### src/rtl/amerg_pkg.sv
`timescale 1ns / 1ps

package amerg_pkg;

  localparam int MAX_ADV_BYTES = 31;
  localparam int CFG_IDX_W = 1;

  localparam logic [CFG_IDX_W-1:0] CFG_SCAN_EN = 1'd0;
  localparam logic [CFG_IDX_W-1:0] CFG_ACTIVE  = 1'd1;

  localparam logic [1:0] OP_REPORT = 2'd0;
  localparam logic [1:0] OP_FLUSH  = 2'd1;
  localparam logic [1:0] OP_CLEAR  = 2'd2;
  localparam logic [1:0] OP_RSVD   = 2'd3;

  localparam logic [2:0] KIND_ADV_IND  = 3'd0;
  localparam logic [2:0] KIND_DIRECT   = 3'd1;
  localparam logic [2:0] KIND_SCAN_IND = 3'd2;
  localparam logic [2:0] KIND_SCAN_RSP = 3'd4;

  localparam logic [7:0] ADDR_KIND_MAX = 8'd3;
  localparam logic [7:0] PLEN_MAX      = 8'(MAX_ADV_BYTES);

  typedef struct packed {
    logic [47:0]       addr;
    logic [1:0]        akind;
    logic              conn;
    logic signed [7:0] rssi;
    logic [4:0]        adv_len;
  } entry_t;

  typedef struct packed {
    logic [47:0]       addr;
    logic [1:0]        akind;
    logic              conn;
    logic signed [7:0] rssi;
    logic [4:0]        adv_len;
    logic [4:0]        rsp_len;
    logic [3:0]        slot;
    logic              last;
  } result_t;

  typedef struct packed {
    logic rd;
    logic wr;
  } mem_ctl_t;

  typedef enum logic [6:0] {
    ST_IDLE  = 7'b0000001,
    ST_SRCH  = 7'b0000010,
    ST_HIT   = 7'b0000100,
    ST_MISS  = 7'b0001000,
    ST_FLUSH = 7'b0010000,
    ST_FL_LD = 7'b0100000,
    ST_EMIT  = 7'b1000000
  } state_t;

endpackage

### src/rtl/adv_report_scan_response_merger.sv
`timescale 1ns / 1ps
// channel | signals                                        | transfer when
// in      | in_valid, in_stall, opcode .. payload_len       | in_valid && !in_stall
// out     | out_valid, out_stall, found_addr .. last_flag   | out_valid && !out_stall
// cfg     | cfg_we, cfg_index, cfg_data                     | cfg_we
//
// one item at a time; in_stall is high from the transfer until the item is finished
// lookup: the slot ram is read one slot a cycle until a match or the last slot
// unheld report goes straight to emit; clear, ignored and malformed items finish in the transfer cycle
// flush: walks the slots in order, skipping empty ones and emitting each pending entry
// rst is synchronous: table empties at once, state and control flags reset, no ram clear pass
// a full output register holds the block in its emit step until out_stall drops

module adv_report_scan_response_merger import amerg_pkg::*; #(
  parameter int PENDING_SLOTS = 16
) (
  input  logic                 clk,
  input  logic                 rst,
  input  logic                 cfg_we,
  input  logic [CFG_IDX_W-1:0] cfg_index,
  input  logic                 cfg_data,
  input  logic                 in_valid,
  output logic                 in_stall,
  input  logic [1:0]           opcode,
  input  logic [2:0]           event_kind,
  input  logic [7:0]           addr_kind,
  input  logic [47:0]          device_addr,
  input  logic signed [7:0]    signal_rssi,
  input  logic [7:0]           payload_len,
  output logic                 out_valid,
  input  logic                 out_stall,
  output logic [47:0]          found_addr,
  output logic [1:0]           found_addr_kind,
  output logic                 is_connectable,
  output logic signed [7:0]    found_rssi,
  output logic [4:0]           adv_len,
  output logic [4:0]           rsp_len,
  output logic [3:0]           slot_index,
  output logic                 last_flag
);

  localparam int SLOT_W = (PENDING_SLOTS > 1) ? $clog2(PENDING_SLOTS) : 1;

  result_t           out_res;
  mem_ctl_t          mem_ctl;
  logic [SLOT_W-1:0] mem_addr;
  entry_t            mem_wdata;
  entry_t            mem_rdata;

  amerg_ctrl #(
    .PENDING_SLOTS(PENDING_SLOTS),
    .SLOT_W       (SLOT_W)
  ) u_ctrl (
    .clk        (clk),
    .rst        (rst),
    .cfg_we     (cfg_we),
    .cfg_index  (cfg_index),
    .cfg_data   (cfg_data),
    .in_valid   (in_valid),
    .in_stall   (in_stall),
    .opcode     (opcode),
    .event_kind (event_kind),
    .addr_kind  (addr_kind),
    .device_addr(device_addr),
    .signal_rssi(signal_rssi),
    .payload_len(payload_len),
    .out_valid  (out_valid),
    .out_stall  (out_stall),
    .out_res    (out_res),
    .mem_ctl    (mem_ctl),
    .mem_addr   (mem_addr),
    .mem_wdata  (mem_wdata),
    .mem_rdata  (mem_rdata)
  );

  amerg_mem #(
    .DEPTH(PENDING_SLOTS),
    .AW   (SLOT_W)
  ) u_mem (
    .clk  (clk),
    .ctl  (mem_ctl),
    .addr (mem_addr),
    .wdata(mem_wdata),
    .rdata(mem_rdata)
  );

  assign found_addr      = out_res.addr;
  assign found_addr_kind = out_res.akind;
  assign is_connectable  = out_res.conn;
  assign found_rssi      = out_res.rssi;
  assign adv_len         = out_res.adv_len;
  assign rsp_len         = out_res.rsp_len;
  assign slot_index      = out_res.slot;
  assign last_flag       = out_res.last;

endmodule

### src/rtl/amerg_mem.sv
`timescale 1ns / 1ps

module amerg_mem import amerg_pkg::*; #(
  parameter int DEPTH = 16,
  parameter int AW    = 4
) (
  input  logic          clk,
  input  mem_ctl_t      ctl,
  input  logic [AW-1:0] addr,
  input  entry_t        wdata,
  output entry_t        rdata
);

  entry_t mem [DEPTH];

  always_ff @(posedge clk) begin
    if (ctl.wr) begin
      mem[addr] <= wdata;
    end
    if (ctl.rd) begin
      rdata <= mem[addr];
    end
  end

endmodule

### src/rtl/amerg_ctrl.sv
`timescale 1ns / 1ps

module amerg_ctrl import amerg_pkg::*; #(
  parameter int PENDING_SLOTS = 16,
  parameter int SLOT_W        = 4
) (
  input  logic                 clk,
  input  logic                 rst,
  input  logic                 cfg_we,
  input  logic [CFG_IDX_W-1:0] cfg_index,
  input  logic                 cfg_data,
  input  logic                 in_valid,
  output logic                 in_stall,
  input  logic [1:0]           opcode,
  input  logic [2:0]           event_kind,
  input  logic [7:0]           addr_kind,
  input  logic [47:0]          device_addr,
  input  logic signed [7:0]    signal_rssi,
  input  logic [7:0]           payload_len,
  output logic                 out_valid,
  input  logic                 out_stall,
  output result_t              out_res,
  output mem_ctl_t             mem_ctl,
  output logic [SLOT_W-1:0]    mem_addr,
  output entry_t               mem_wdata,
  input  entry_t               mem_rdata
);

  localparam logic [SLOT_W-1:0] LAST_SLOT = SLOT_W'(PENDING_SLOTS - 1);

  state_t                   state;
  logic                     scan_en;
  logic                     active;
  logic [PENDING_SLOTS-1:0] slot_valid;

  logic [47:0]       it_addr;
  logic [1:0]        it_akind;
  logic              it_conn;
  logic signed [7:0] it_rssi;
  logic [4:0]        it_plen;
  logic              it_rsp;
  logic              it_flush;

  logic [SLOT_W-1:0] rd_idx;
  logic              rd_act;
  logic              pipe_v;
  logic [SLOT_W-1:0] pipe_idx;
  logic [SLOT_W-1:0] hit_idx;
  entry_t            hit_data;
  logic              free_found;
  logic [SLOT_W-1:0] free_idx;
  result_t           res;

  logic    in_xfer;
  logic    out_free;
  logic    match;
  logic    bad_len;
  logic    bad_kind;
  logic    hold;
  entry_t  item_entry;
  entry_t  merged_entry;
  logic    flush_last;

  assign in_stall = (state != ST_IDLE);
  assign in_xfer  = in_valid && !in_stall;
  assign out_free = !out_valid || !out_stall;

  assign bad_len  = (payload_len > PLEN_MAX);
  assign bad_kind = (addr_kind > ADDR_KIND_MAX);
  assign hold     = active && ((event_kind == KIND_ADV_IND) || (event_kind == KIND_SCAN_IND));

  assign match = pipe_v && slot_valid[pipe_idx] && (mem_rdata.addr == it_addr) &&
                 (mem_rdata.akind == it_akind);

  assign flush_last = ~|(slot_valid & ~(PENDING_SLOTS'(1) << rd_idx));

  always_comb begin
    item_entry.addr    = it_addr;
    item_entry.akind   = it_akind;
    item_entry.conn    = it_conn;
    item_entry.rssi    = it_rssi;
    item_entry.adv_len = it_plen;
    merged_entry       = hit_data;
    merged_entry.rssi  = it_rssi;
  end

  always_comb begin
    mem_ctl   = '0;
    mem_addr  = rd_idx;
    mem_wdata = item_entry;
    case (state)
      ST_SRCH: begin
        mem_ctl.rd = rd_act;
      end
      ST_HIT: begin
        mem_ctl.wr = 1'b1;
        mem_addr   = hit_idx;
        mem_wdata  = it_rsp ? merged_entry : item_entry;
      end
      ST_MISS: begin
        mem_ctl.wr = !it_rsp && free_found;
        mem_addr   = free_idx;
      end
      ST_FLUSH: begin
        mem_ctl.rd = slot_valid[rd_idx];
      end
      default: begin
      end
    endcase
  end

  always_ff @(posedge clk) begin
    if (rst) begin
      state      <= ST_IDLE;
      scan_en    <= 1'b0;
      active     <= 1'b0;
      slot_valid <= '0;
      out_valid  <= 1'b0;
      rd_act     <= 1'b0;
      pipe_v     <= 1'b0;
      free_found <= 1'b0;
      it_flush   <= 1'b0;
    end else begin
      if (cfg_we) begin
        case (cfg_index)
          CFG_SCAN_EN: scan_en <= cfg_data;
          CFG_ACTIVE:  active  <= cfg_data;
          default: begin
          end
        endcase
      end

      if (state == ST_EMIT && out_free) begin
        out_valid <= 1'b1;
      end else if (!out_stall) begin
        out_valid <= 1'b0;
      end

      case (state)
        ST_IDLE: begin
          if (in_xfer) begin
            it_addr    <= device_addr;
            it_akind   <= addr_kind[1:0];
            it_conn    <= (event_kind == KIND_ADV_IND);
            it_rssi    <= signal_rssi;
            it_plen    <= payload_len[4:0];
            it_rsp     <= (event_kind == KIND_SCAN_RSP);
            it_flush   <= (opcode == OP_FLUSH);
            rd_idx     <= '0;
            rd_act     <= 1'b1;
            pipe_v     <= 1'b0;
            free_found <= 1'b0;
            res.addr    <= device_addr;
            res.akind   <= addr_kind[1:0];
            res.conn    <= (event_kind == KIND_ADV_IND);
            res.rssi    <= signal_rssi;
            res.adv_len <= payload_len[4:0];
            res.rsp_len <= '0;
            res.slot    <= '0;
            res.last    <= 1'b1;
            if (opcode == OP_CLEAR) begin
              slot_valid <= '0;
            end else if (opcode == OP_RSVD || !scan_en) begin
              state <= ST_IDLE;
            end else if (opcode == OP_FLUSH) begin
              state <= ST_FLUSH;
            end else if (event_kind == KIND_DIRECT) begin
              state <= ST_IDLE;
            end else if (event_kind == KIND_SCAN_RSP) begin
              if (active && !bad_kind && !bad_len) begin
                state <= ST_SRCH;
              end
            end else if (!bad_kind && !bad_len) begin
              state <= hold ? ST_SRCH : ST_EMIT;
            end
          end
        end
        ST_SRCH: begin
          if (rd_act) begin
            rd_idx <= rd_idx + SLOT_W'(1);
            rd_act <= (rd_idx != LAST_SLOT);
          end
          pipe_v   <= rd_act;
          pipe_idx <= rd_idx;
          if (match) begin
            hit_idx  <= pipe_idx;
            hit_data <= mem_rdata;
            state    <= ST_HIT;
          end else if (pipe_v) begin
            if (!slot_valid[pipe_idx] && !free_found) begin
              free_found <= 1'b1;
              free_idx   <= pipe_idx;
            end
            if (pipe_idx == LAST_SLOT) begin
              state <= ST_MISS;
            end
          end
        end
        ST_HIT: begin
          if (it_rsp) begin
            slot_valid[hit_idx] <= 1'b0;
            res.addr    <= hit_data.addr;
            res.akind   <= hit_data.akind;
            res.conn    <= hit_data.conn;
            res.rssi    <= it_rssi;
            res.adv_len <= hit_data.adv_len;
            res.rsp_len <= it_plen;
            res.slot    <= 4'(hit_idx);
            res.last    <= 1'b1;
            state       <= ST_EMIT;
          end else begin
            slot_valid[hit_idx] <= 1'b1;
            state               <= ST_IDLE;
          end
        end
        ST_MISS: begin
          if (it_rsp) begin
            state <= ST_IDLE;
          end else if (free_found) begin
            slot_valid[free_idx] <= 1'b1;
            state                <= ST_IDLE;
          end else begin
            state <= ST_EMIT;
          end
        end
        ST_FLUSH: begin
          if (slot_valid[rd_idx]) begin
            state <= ST_FL_LD;
          end else if (rd_idx == LAST_SLOT) begin
            state <= ST_IDLE;
          end else begin
            rd_idx <= rd_idx + SLOT_W'(1);
          end
        end
        ST_FL_LD: begin
          slot_valid[rd_idx] <= 1'b0;
          res.addr    <= mem_rdata.addr;
          res.akind   <= mem_rdata.akind;
          res.conn    <= mem_rdata.conn;
          res.rssi    <= mem_rdata.rssi;
          res.adv_len <= mem_rdata.adv_len;
          res.rsp_len <= '0;
          res.slot    <= 4'(rd_idx);
          res.last    <= flush_last;
          state       <= ST_EMIT;
        end
        ST_EMIT: begin
          if (out_free) begin
            out_res <= res;
            if (!it_flush || rd_idx == LAST_SLOT) begin
              state <= ST_IDLE;
            end else begin
              rd_idx <= rd_idx + SLOT_W'(1);
              state  <= ST_FLUSH;
            end
          end
        end
        default: begin
          state <= ST_IDLE;
        end
      endcase
    end
  end

endmodule

### config.mk
export PLATFORM = sky130hd
export DESIGN_NAME = adv_report_scan_response_merger
export DESIGN_NICKNAME = d
export VERILOG_FILES = /design/src/rtl/amerg_pkg.sv /design/src/rtl/adv_report_scan_response_merger.sv /design/src/rtl/amerg_mem.sv /design/src/rtl/amerg_ctrl.sv
export SDC_FILE = /design/constraint.sdc
export NUM_CORES = 1
export LEC_CHECK = 0
export BUFFER_PORTS_ARGS = -buffer_cell sky130_fd_sc_hd__buf_2
export CAP_MARGIN = 25
export CORE_MARGIN = 5
export CORE_UTILIZATION = 40
export DETAILED_ROUTE_END_ITERATION = 12
export PLACE_DENSITY = 0.6
export SYNTH_ARGS = -nofsm -noshare
export SYNTH_HDL_FRONTEND = slang
export SYNTH_SLANG_ARGS = --single-unit
### constraint.sdc
create_clock -name clk -period 14.3 [get_ports clk]
set_input_delay 0.715 -clock clk [delete_from_list [all_inputs] [get_ports clk]]
set_output_delay 0.715 -clock clk [all_outputs]
set_load 0.01 [all_outputs]
==> summary.txt, run 1 <==
Synth
  • Commonest cells post-synth: 1373 x edfxtp_1, 466 x nand2_1, 302 x a21oi_1
  • Ys Warns: 0
  • Count leader, synth: edfxtp_1
  • Post-synthesis sequential area ratio: 0.761
  • Count of unique library cells instantiated by Yosys: 64
  • Async set-or-reset flop fraction in the synthesized netlist: 0
  • Seq cells post-synth: 1403
  • Top-area cell type share of the netlist area: 0.750
  • Most used DFF post-synth: edfxtp_1
  • Post-synth net total: 3543
  • Top cells by area, synth: edfxtp_1 75%, mux2i_1 4.7%, a221oi_1 4.1%
  • EDFF count, synth: 1373
  • Mean post-synth cell area: 15.9 um2
  • Synth Instances: 3453
  • Most area-hungry cell type in the Yosys netlist: edfxtp_1
  • Synthesized cell area: 55000 um2

Power and ir drop
  • Lkg Pwr: 20.6 nW
  • Worst IR Drop VDD: 0.0000840 V
  • Pwr/cell area: 136 nW/um2

Worst hold path
  • Hold endpoint: u_ctrl.it_addr[23]$_DFFE_PP_
  • Hold Path Stages: 1
  • Hold crit path type: in2reg
  • Min-delay src: device_addr[23]

Clocking
  • Post-CTS sizing: 0
  • CTS tree: yes
  • Clock root buffer: clkbuf_16
  • H-tree depth: 4
  • CTS Buf Count: 146
  • Skew-Pair Late Insertion Delay: 0.77 ns
  • Hold_buf cts: 0
  • # clock sinks: 1403
  • CTS max path bufs: 3
  • CTS clk-pin slew, worst paths: 0.07 ns
  • Setup Buffers After CTS: 0

Die
  • Core Box Area: 137000 um2
  • Num ports: 160
  • Starting Density: 0.401
  • Die area: 145000 um2
  • Row Count: 136
  • Chip height: 381 um
  • Die Wd: 381 um

Worst setup path
  • Reg2Reg Setup Slack: 9.13 ns
  • CP max FO: 165
  • Worst Setup End Kind: flip-flop
  • FF-to-FF path depth: 9
  • Reg2reg end: u_mem.rdata[43]$_DFFE_PP_
  • Arr. time, crit path: 5.67 ns
  • Reg2Reg Launch Point: u_ctrl.state[3]$_SDFFE_PP0P_
  • Crit path kind: reg2reg
  • Worst setup SP type: flip-flop
  • CP required: 14.80 ns

Route
  • DRC viols: 0
  • DR vias/cell: 5.82
  • Router iterations before antenna repair: 5
  • Routed len/inst: 27.1 um
  • Initial DRC Count: 3337
  • Final wirelength: 149000 um
  • Vias: 32000
  • Final ANT Viol Nets: 0

Placement
  • IO buf count: 159
  • Placer Congestion: 0.885
  • Detailed Place HPWL: 80700 um
  • Dpl cells: 5243

STA
  • Min Tclk post-route: 5.17 ns
  • Final period util: 0.362
  • Least-Margin Pin Slew: 1.16 ns
  • Final setup TNS: 0 ns
  • Final Hold Viols: 0
  • Relative max-transition margin: 0.225
  • Setup Viol. Count Final: 0
  • Worst Skew: 0.0288 ns
  • Fmax: 193 MHz
  • RSZ-0062 raised after global routing: no
  • Final count of pins violating max slew: 0

Flow run
  • Max Cap Viol: 0

Global route
  • Initial antenna violation count: 9
  • Largest net degree at the start of global routing: 170
  • First-pass GRT wire length: 217000 um
  • GRT overflow: 0
  • GRT Total Usage: 0.201
  • Vias in the first global route: 31200

Layout
  • FILL cells: 11800
  • Nets: 3690
  • Final core utilization: 0.455
  • Non-Filler Instances: 5501
  • Layout area overhead: 13.3%
  • Layout cell share with drive strength beyond 1: 0.138
  • Diode count: 0

Outcome
  • Outcome: finished, final reports clean
-- kinds of logic (layout without fill, tap and decap cells) --
family                     count (synthesis)  after routing  share of synthesized area
buffers and inverters                    237            491                     0.0200
adders and majority gates                  6              6                    0.00137
and+or+nand+nor                          708            708                     0.0578
xor gates and xnor gates                  52             52                    0.00828
muxes                                    318            318                     0.0611
AOI/OAI and AO/OA                        729            729                     0.0907
DFF                                     1403           1403                      0.761
-- power by group --
group / switching, mW / internal [mW] / leakage, nW
clock: 1.55 / 2.06 / 2.19
combinational: 0.210 / 0.0906 / 5.77
sequential: 0.0187 / 4.53 / 12.6
-- placed cells by master, fill, tap and decap left out, types with 6 or more instances in the layout --
master / netlist / layout
buf_2: 58 / 161
clkinv_1: 0 / 28
a31oi_1: 6 / 6
and2_1: 8 / 6
clkinv_2: 0 / 16
a221oi_1: 259 / 259
nor2_4: 1 / 19
nand2_4: 0 / 6
edfxtp_1: 1373 / 1373
ha_1: 6 / 6
a21o_1: 6 / 6
mux4_2: 9 / 9
a22oi_1: 69 / 69
mux2i_1: 259 / 259
o22ai_1: 12 / 12
clkbuf_1: 135 / 41
nor2b_1: 15 / 15
a21oi_1: 302 / 302
mux2_2: 50 / 50
nand2b_1: 10 / 10
xor2_1: 50 / 50
inv_1: 12 / 12
o21ai_0: 32 / 32
or4_1: 64 / 64
nor2_1: 70 / 52
nand3_1: 12 / 12
buf_4: 6 / 55
dfxtp_1: 30 / 30
nand2_1: 466 / 461
nor4_1: 15 / 15
inv_6: 0 / 6
nor3_1: 13 / 13
clkbuf_16: 0 / 151
bufinv_16: 0 / 7
-- through the flow --
stage	worst slack (ns)	hold slack, ns	power (mW)	area (um2)
after floorplan	6.76	0.400	4.83	55000
after CTS	9.22	0.0842	8.54	62200
after global routing	8.91	0.110	8.74	62300
final	9.13	0.146	8.47	62300
after detailed placement	9.23	0.405	4.94	57700
after global placement	9.28	0.401	4.93	57600
-- worst max-delay path, stage by stage, from the launching register on --
cell and delay (ns):
dfxtp_1 0.65, or2_2 0.26, nor2_1 0.05, a211oi_1 0.40, and2_4 0.66, buf_12 0.74, buf_4 0.83, mux2i_1 0.29
a221oi_1 0.13, or4_1 0.56
-- registers in the layout (all words and copies together), names as in the netlist, 7 cells and up --
register,count
u_mem.mem,1024
u_ctrl.it_addr,48
u_ctrl.hit_data,56
u_ctrl.slot_valid,16
u_ctrl.state,7
u_ctrl.res,74
u_mem.rdata,64
u_ctrl.it_rssi,8
u_ctrl.out_res,74
-- routing by layer --
metal	track usage	share of wire	vias to the layer above
met5	0	0.000087	-
met4	0.0567	0.023	2
met3	0.0377	0.082	224
met2	0.317	0.47	1467
met1	0.287	0.43	16300
li1	-	-	14000
-- worst max-delay path by stage --
stage,to,start,slack (ns),cells after the start
3_5_place_dp,u_mem.rdata[60]$_DFFE_PP_,u_ctrl.state[3]$_SDFFE_PP0P_,9.23,9
3_3_place_gp,u_mem.rdata[60]$_DFFE_PP_,u_ctrl.state[3]$_SDFFE_PP0P_,9.28,9
6_report,u_mem.rdata[43]$_DFFE_PP_,u_ctrl.state[3]$_SDFFE_PP0P_,9.13,9
4_1_cts,u_mem.rdata[27]$_DFFE_PP_,u_ctrl.state[3]$_SDFFE_PP0P_,9.22,9
2_1_floorplan,u_ctrl.res[0]$_DFFE_PP_,u_ctrl.state[1]$_SDFFE_PP0P_,6.76,4
5_1_grt,u_mem.rdata[16]$_DFFE_PP_,u_ctrl.state[3]$_SDFFE_PP0P_,8.91,9
-- final cells by class --
| type | instances | area [um2] | share of cell area |
|---|---|---|---|
| clock buffers | 192 | 3930 | 0.0631 |
| clock inverters | 63 | 553 | 0.00888 |
| inverters | 12 | 45.0 | 0.000723 |
| multi-input cells | 1813 | 12300 | 0.197 |
| flip-flops and latches | 1403 | 41800 | 0.672 |
| well taps | 1794 | 2240 | 0.0360 |
| repair buffers | 224 | 1400 | 0.0225 |
No activity file was read; power rests on OpenSTA's default activity.
==> run 2: changes to the inputs <==
==> constraint.sdc (replaced) <==
create_clock -name clk -period 5.05 [get_ports clk]
set_input_delay 0.2525 -clock clk [delete_from_list [all_inputs] [get_ports clk]]
set_output_delay 0.2525 -clock clk [all_outputs]
set_load 0.01 [all_outputs]
==> run 2 against run 1 <==
- count of clock-buffer cells in the layout is 7 lower
- routed wire length fell by 1.5%
- clock power rose to 3.0 times the previous value
- critical path depth fell by 1
- largest power group unchanged
- non-clock buffer count up 94
- final cell count grew 2.1%
- clock skew is 0.024 ns higher
- worst hold slack worse by 0.078 ns
- utilization up 1.0 points
==> summary.txt, run 2 (synthesized netlist as in run 1, its figures left out) <==
Route
  • Top Metal Used: met5 (unchanged)
  • M1 WL: 64300 um (was 63900 um)
  • Vias: 32300 (was 32000)
  • Met2 wire len: 66300 um (was 69500 um)
  • Routed len/inst: 26.2 um (was 27.1 um)
  • DRC viols: 0 (unchanged)
  • Final wirelength: 147000 um (was 149000 um)
  • Initial DRC Count: 3445 (was 3337)
  • Router iterations before antenna repair: 6 (was 5)
  • Final ANT Viol Nets: 0 (unchanged)
  • DR vias/cell: 5.75 (was 5.82)
  • Met3 wire length: 12600 um (was 12300 um)

STA
  • Setup Viol. Count Final: 0 (unchanged)
  • RSZ-0062 raised after global routing: no (unchanged)
  • Relative max-transition margin: 0.255 (was 0.225)
  • Final Hold Viols: 0 (unchanged)
  • Final setup TNS: 0 ns (unchanged)
  • Final period util: 0.778 (was 0.362)
  • Setup ws final: 1.12 ns (was 9.13 ns)
  • Worst Skew: 0.0527 ns (was 0.0288 ns)
  • Min Tclk post-route: 3.93 ns (was 5.17 ns)
  • Least-Margin Pin Slew: 1.11 ns (was 1.16 ns)
  • Fmax: 255 MHz (was 193 MHz)
  • Final count of pins violating max slew: 0 (unchanged)

Clocking
  • Skew-Pair Late Insertion Delay: 0.77 ns (about the same)
  • Setup Buffers After CTS: 0 (unchanged)
  • CTS max path bufs: 3 (unchanged)
  • CTS clk-pin slew, worst paths: 0.06 ns (was 0.07 ns)
  • CTS Buf Count: 149 (was 146)
  • # clock sinks: 1403 (unchanged)
  • Clock root buffer: clkbuf_16 (unchanged)
  • CTS tree: yes (unchanged)
  • H-tree depth: 4 (unchanged)
  • Post-CTS sizing: 0 (unchanged)
  • Hold_buf cts: 79 (was 0)

Power and ir drop
  • Overall power: 24.5 mW (was 8.47 mW)
  • Lkg Pwr: 21.2 nW (was 20.6 nW)
  • Worst IR Drop VDD: 0.000248 V (was 0.0000840 V)
  • Pwr/cell area: 384 nW/um2 (was 136 nW/um2)

Die
  • Die area: 145000 um2 (unchanged)
  • Die Wd: 381 um (unchanged)
  • Row Count: 136 (unchanged)
  • Starting Density: 0.401 (unchanged)
  • Core Box Area: 137000 um2 (unchanged)
  • Chip height: 381 um (unchanged)
  • Num ports: 160 (unchanged)

Global route
  • Vias in the first global route: 31500 (was 31200)
  • GRT overflow: 0 (unchanged)
  • GRT Total Usage: 0.198 (was 0.201)
  • Largest net degree at the start of global routing: 161 (was 170)
  • Initial antenna violation count: 3 (was 9)
  • First-pass GRT wire length: 215000 um (was 217000 um)

Layout
  • Commonest cells after routing, fill and taps aside: 1373 x edfxtp_1, 461 x nand2_1, 302 x a21oi_1, 259 x mux2i_1, 259 x a221oi_1 (unchanged)
  • Largest reg by FF count: u_mem.mem (unchanged)
  • Layout area overhead: 15.9% (was 13.3%)
  • Biggest regs: u_mem.mem (1024), u_ctrl.out_res (74), u_ctrl.res (74) (unchanged)
  • Layout cell share with drive strength beyond 1: 0.144 (was 0.138)
  • Nets: 3787 (was 3690)
  • Max FFs per register: 1024 (unchanged)
  • Commonest non-fill, non-tap cell in the layout: edfxtp_1 (unchanged)
  • FILL cells: 11600 (was 11800)

Placement
  • Detailed Place HPWL: 78300 um (was 80700 um)
  • Placer Congestion: 0.847 (was 0.885)
  • Pre-CTS setup slack: 1.18 ns (was 9.23 ns)
  • IO buf count: 159 (unchanged)

Worst setup path
  • Worst setup SP type: flip-flop (unchanged)
  • Arr. time, crit path: 4.42 ns (was 5.67 ns)
  • Crit path kind: reg2reg (unchanged)
  • Worst Setup End Kind: flip-flop (unchanged)
  • CP required: 5.54 ns (was 14.80 ns)
  • CP max FO: 94 (was 165)

Flow run
  • Max Cap Viol: 0 (unchanged)

Outcome
  • Outcome: finished, final reports clean (unchanged)

Worst hold path
  • Hold crit path type: in2reg (unchanged)
## run 2: changes by cell type in the layout (fill, tap and decap cells not counted), moves of 3 or more
cell,change
clkinv_4,+4
buf_4,-4
bufinv_16,+6
buf_12,+23
clkbuf_1,-8
clkinvlp_4,+4
dlygate4sd3_1,+79
clkinv_2,+11
buf_16,-3
## run 2: final timing paths
path                                     start                                end  slack [ns]  depth (start not counted)
setup / recovery  u_ctrl.state[3]$_SDFFE_PP0P_          u_mem.rdata[56]$_DFFE_PP_        1.12                          8
hold / removal                        in_valid  u_ctrl.slot_valid[6]$_SDFFE_PP0P_        0.07                          4
setup reg to reg  u_ctrl.state[3]$_SDFFE_PP0P_          u_mem.rdata[56]$_DFFE_PP_        1.12                          8
hold reg to reg       u_ctrl.res[25]$_DFFE_PP_       u_ctrl.out_res[25]$_DFFE_PP_        0.40                          0
## run 2: routing by layer
metal	vias up	global-route usage
li1	14200	-
met1	16500	0.286
met2	1379	0.303
met3	246	0.0458
met4	2	0.0547
met5	-	0
## run 2: final cells by class
type                       instances  area [um2]  share of cell area
multi-input combinational       1813       12300               0.193
clock inverter                    88         840              0.0132
timing repair buffer             318        2530              0.0398
antenna                            1        2.50           0.0000393
tap                             1794        2240              0.0352
clock buffer                     185        3930              0.0616
inverter                          12        45.0            0.000707
sequential                      1403       41800               0.657
## run 2: stage by stage
stage               utilization  area [um2]  std cells  hold WS (ns)
floorplan                     -       55000       3453         0.351
global placement          0.424       58100       5259         0.402
detailed placement        0.425       58100       5261         0.405
CTS                       0.465       63700       5613        0.0174
global route              0.465       63700       5613        0.0685
finish                    0.465       63700       5614        0.0676
## run 2: critical path, stage by stage (launching register included)
cell and delay (ns):
dfxtp_1 0.62, or2_2 0.25, nor2_1 0.05, a211oi_1 0.47, and2_4 0.74, buf_12 0.53
mux2i_1 0.26, a221oi_1 0.10, or4_1 0.55
## run 2: power breakdown
group	internal [mW]	switching (mW)
Clock	6.20	4.47
Sequential	12.8	0.0553
Combinational	0.300	0.602
Total	19.3	5.13
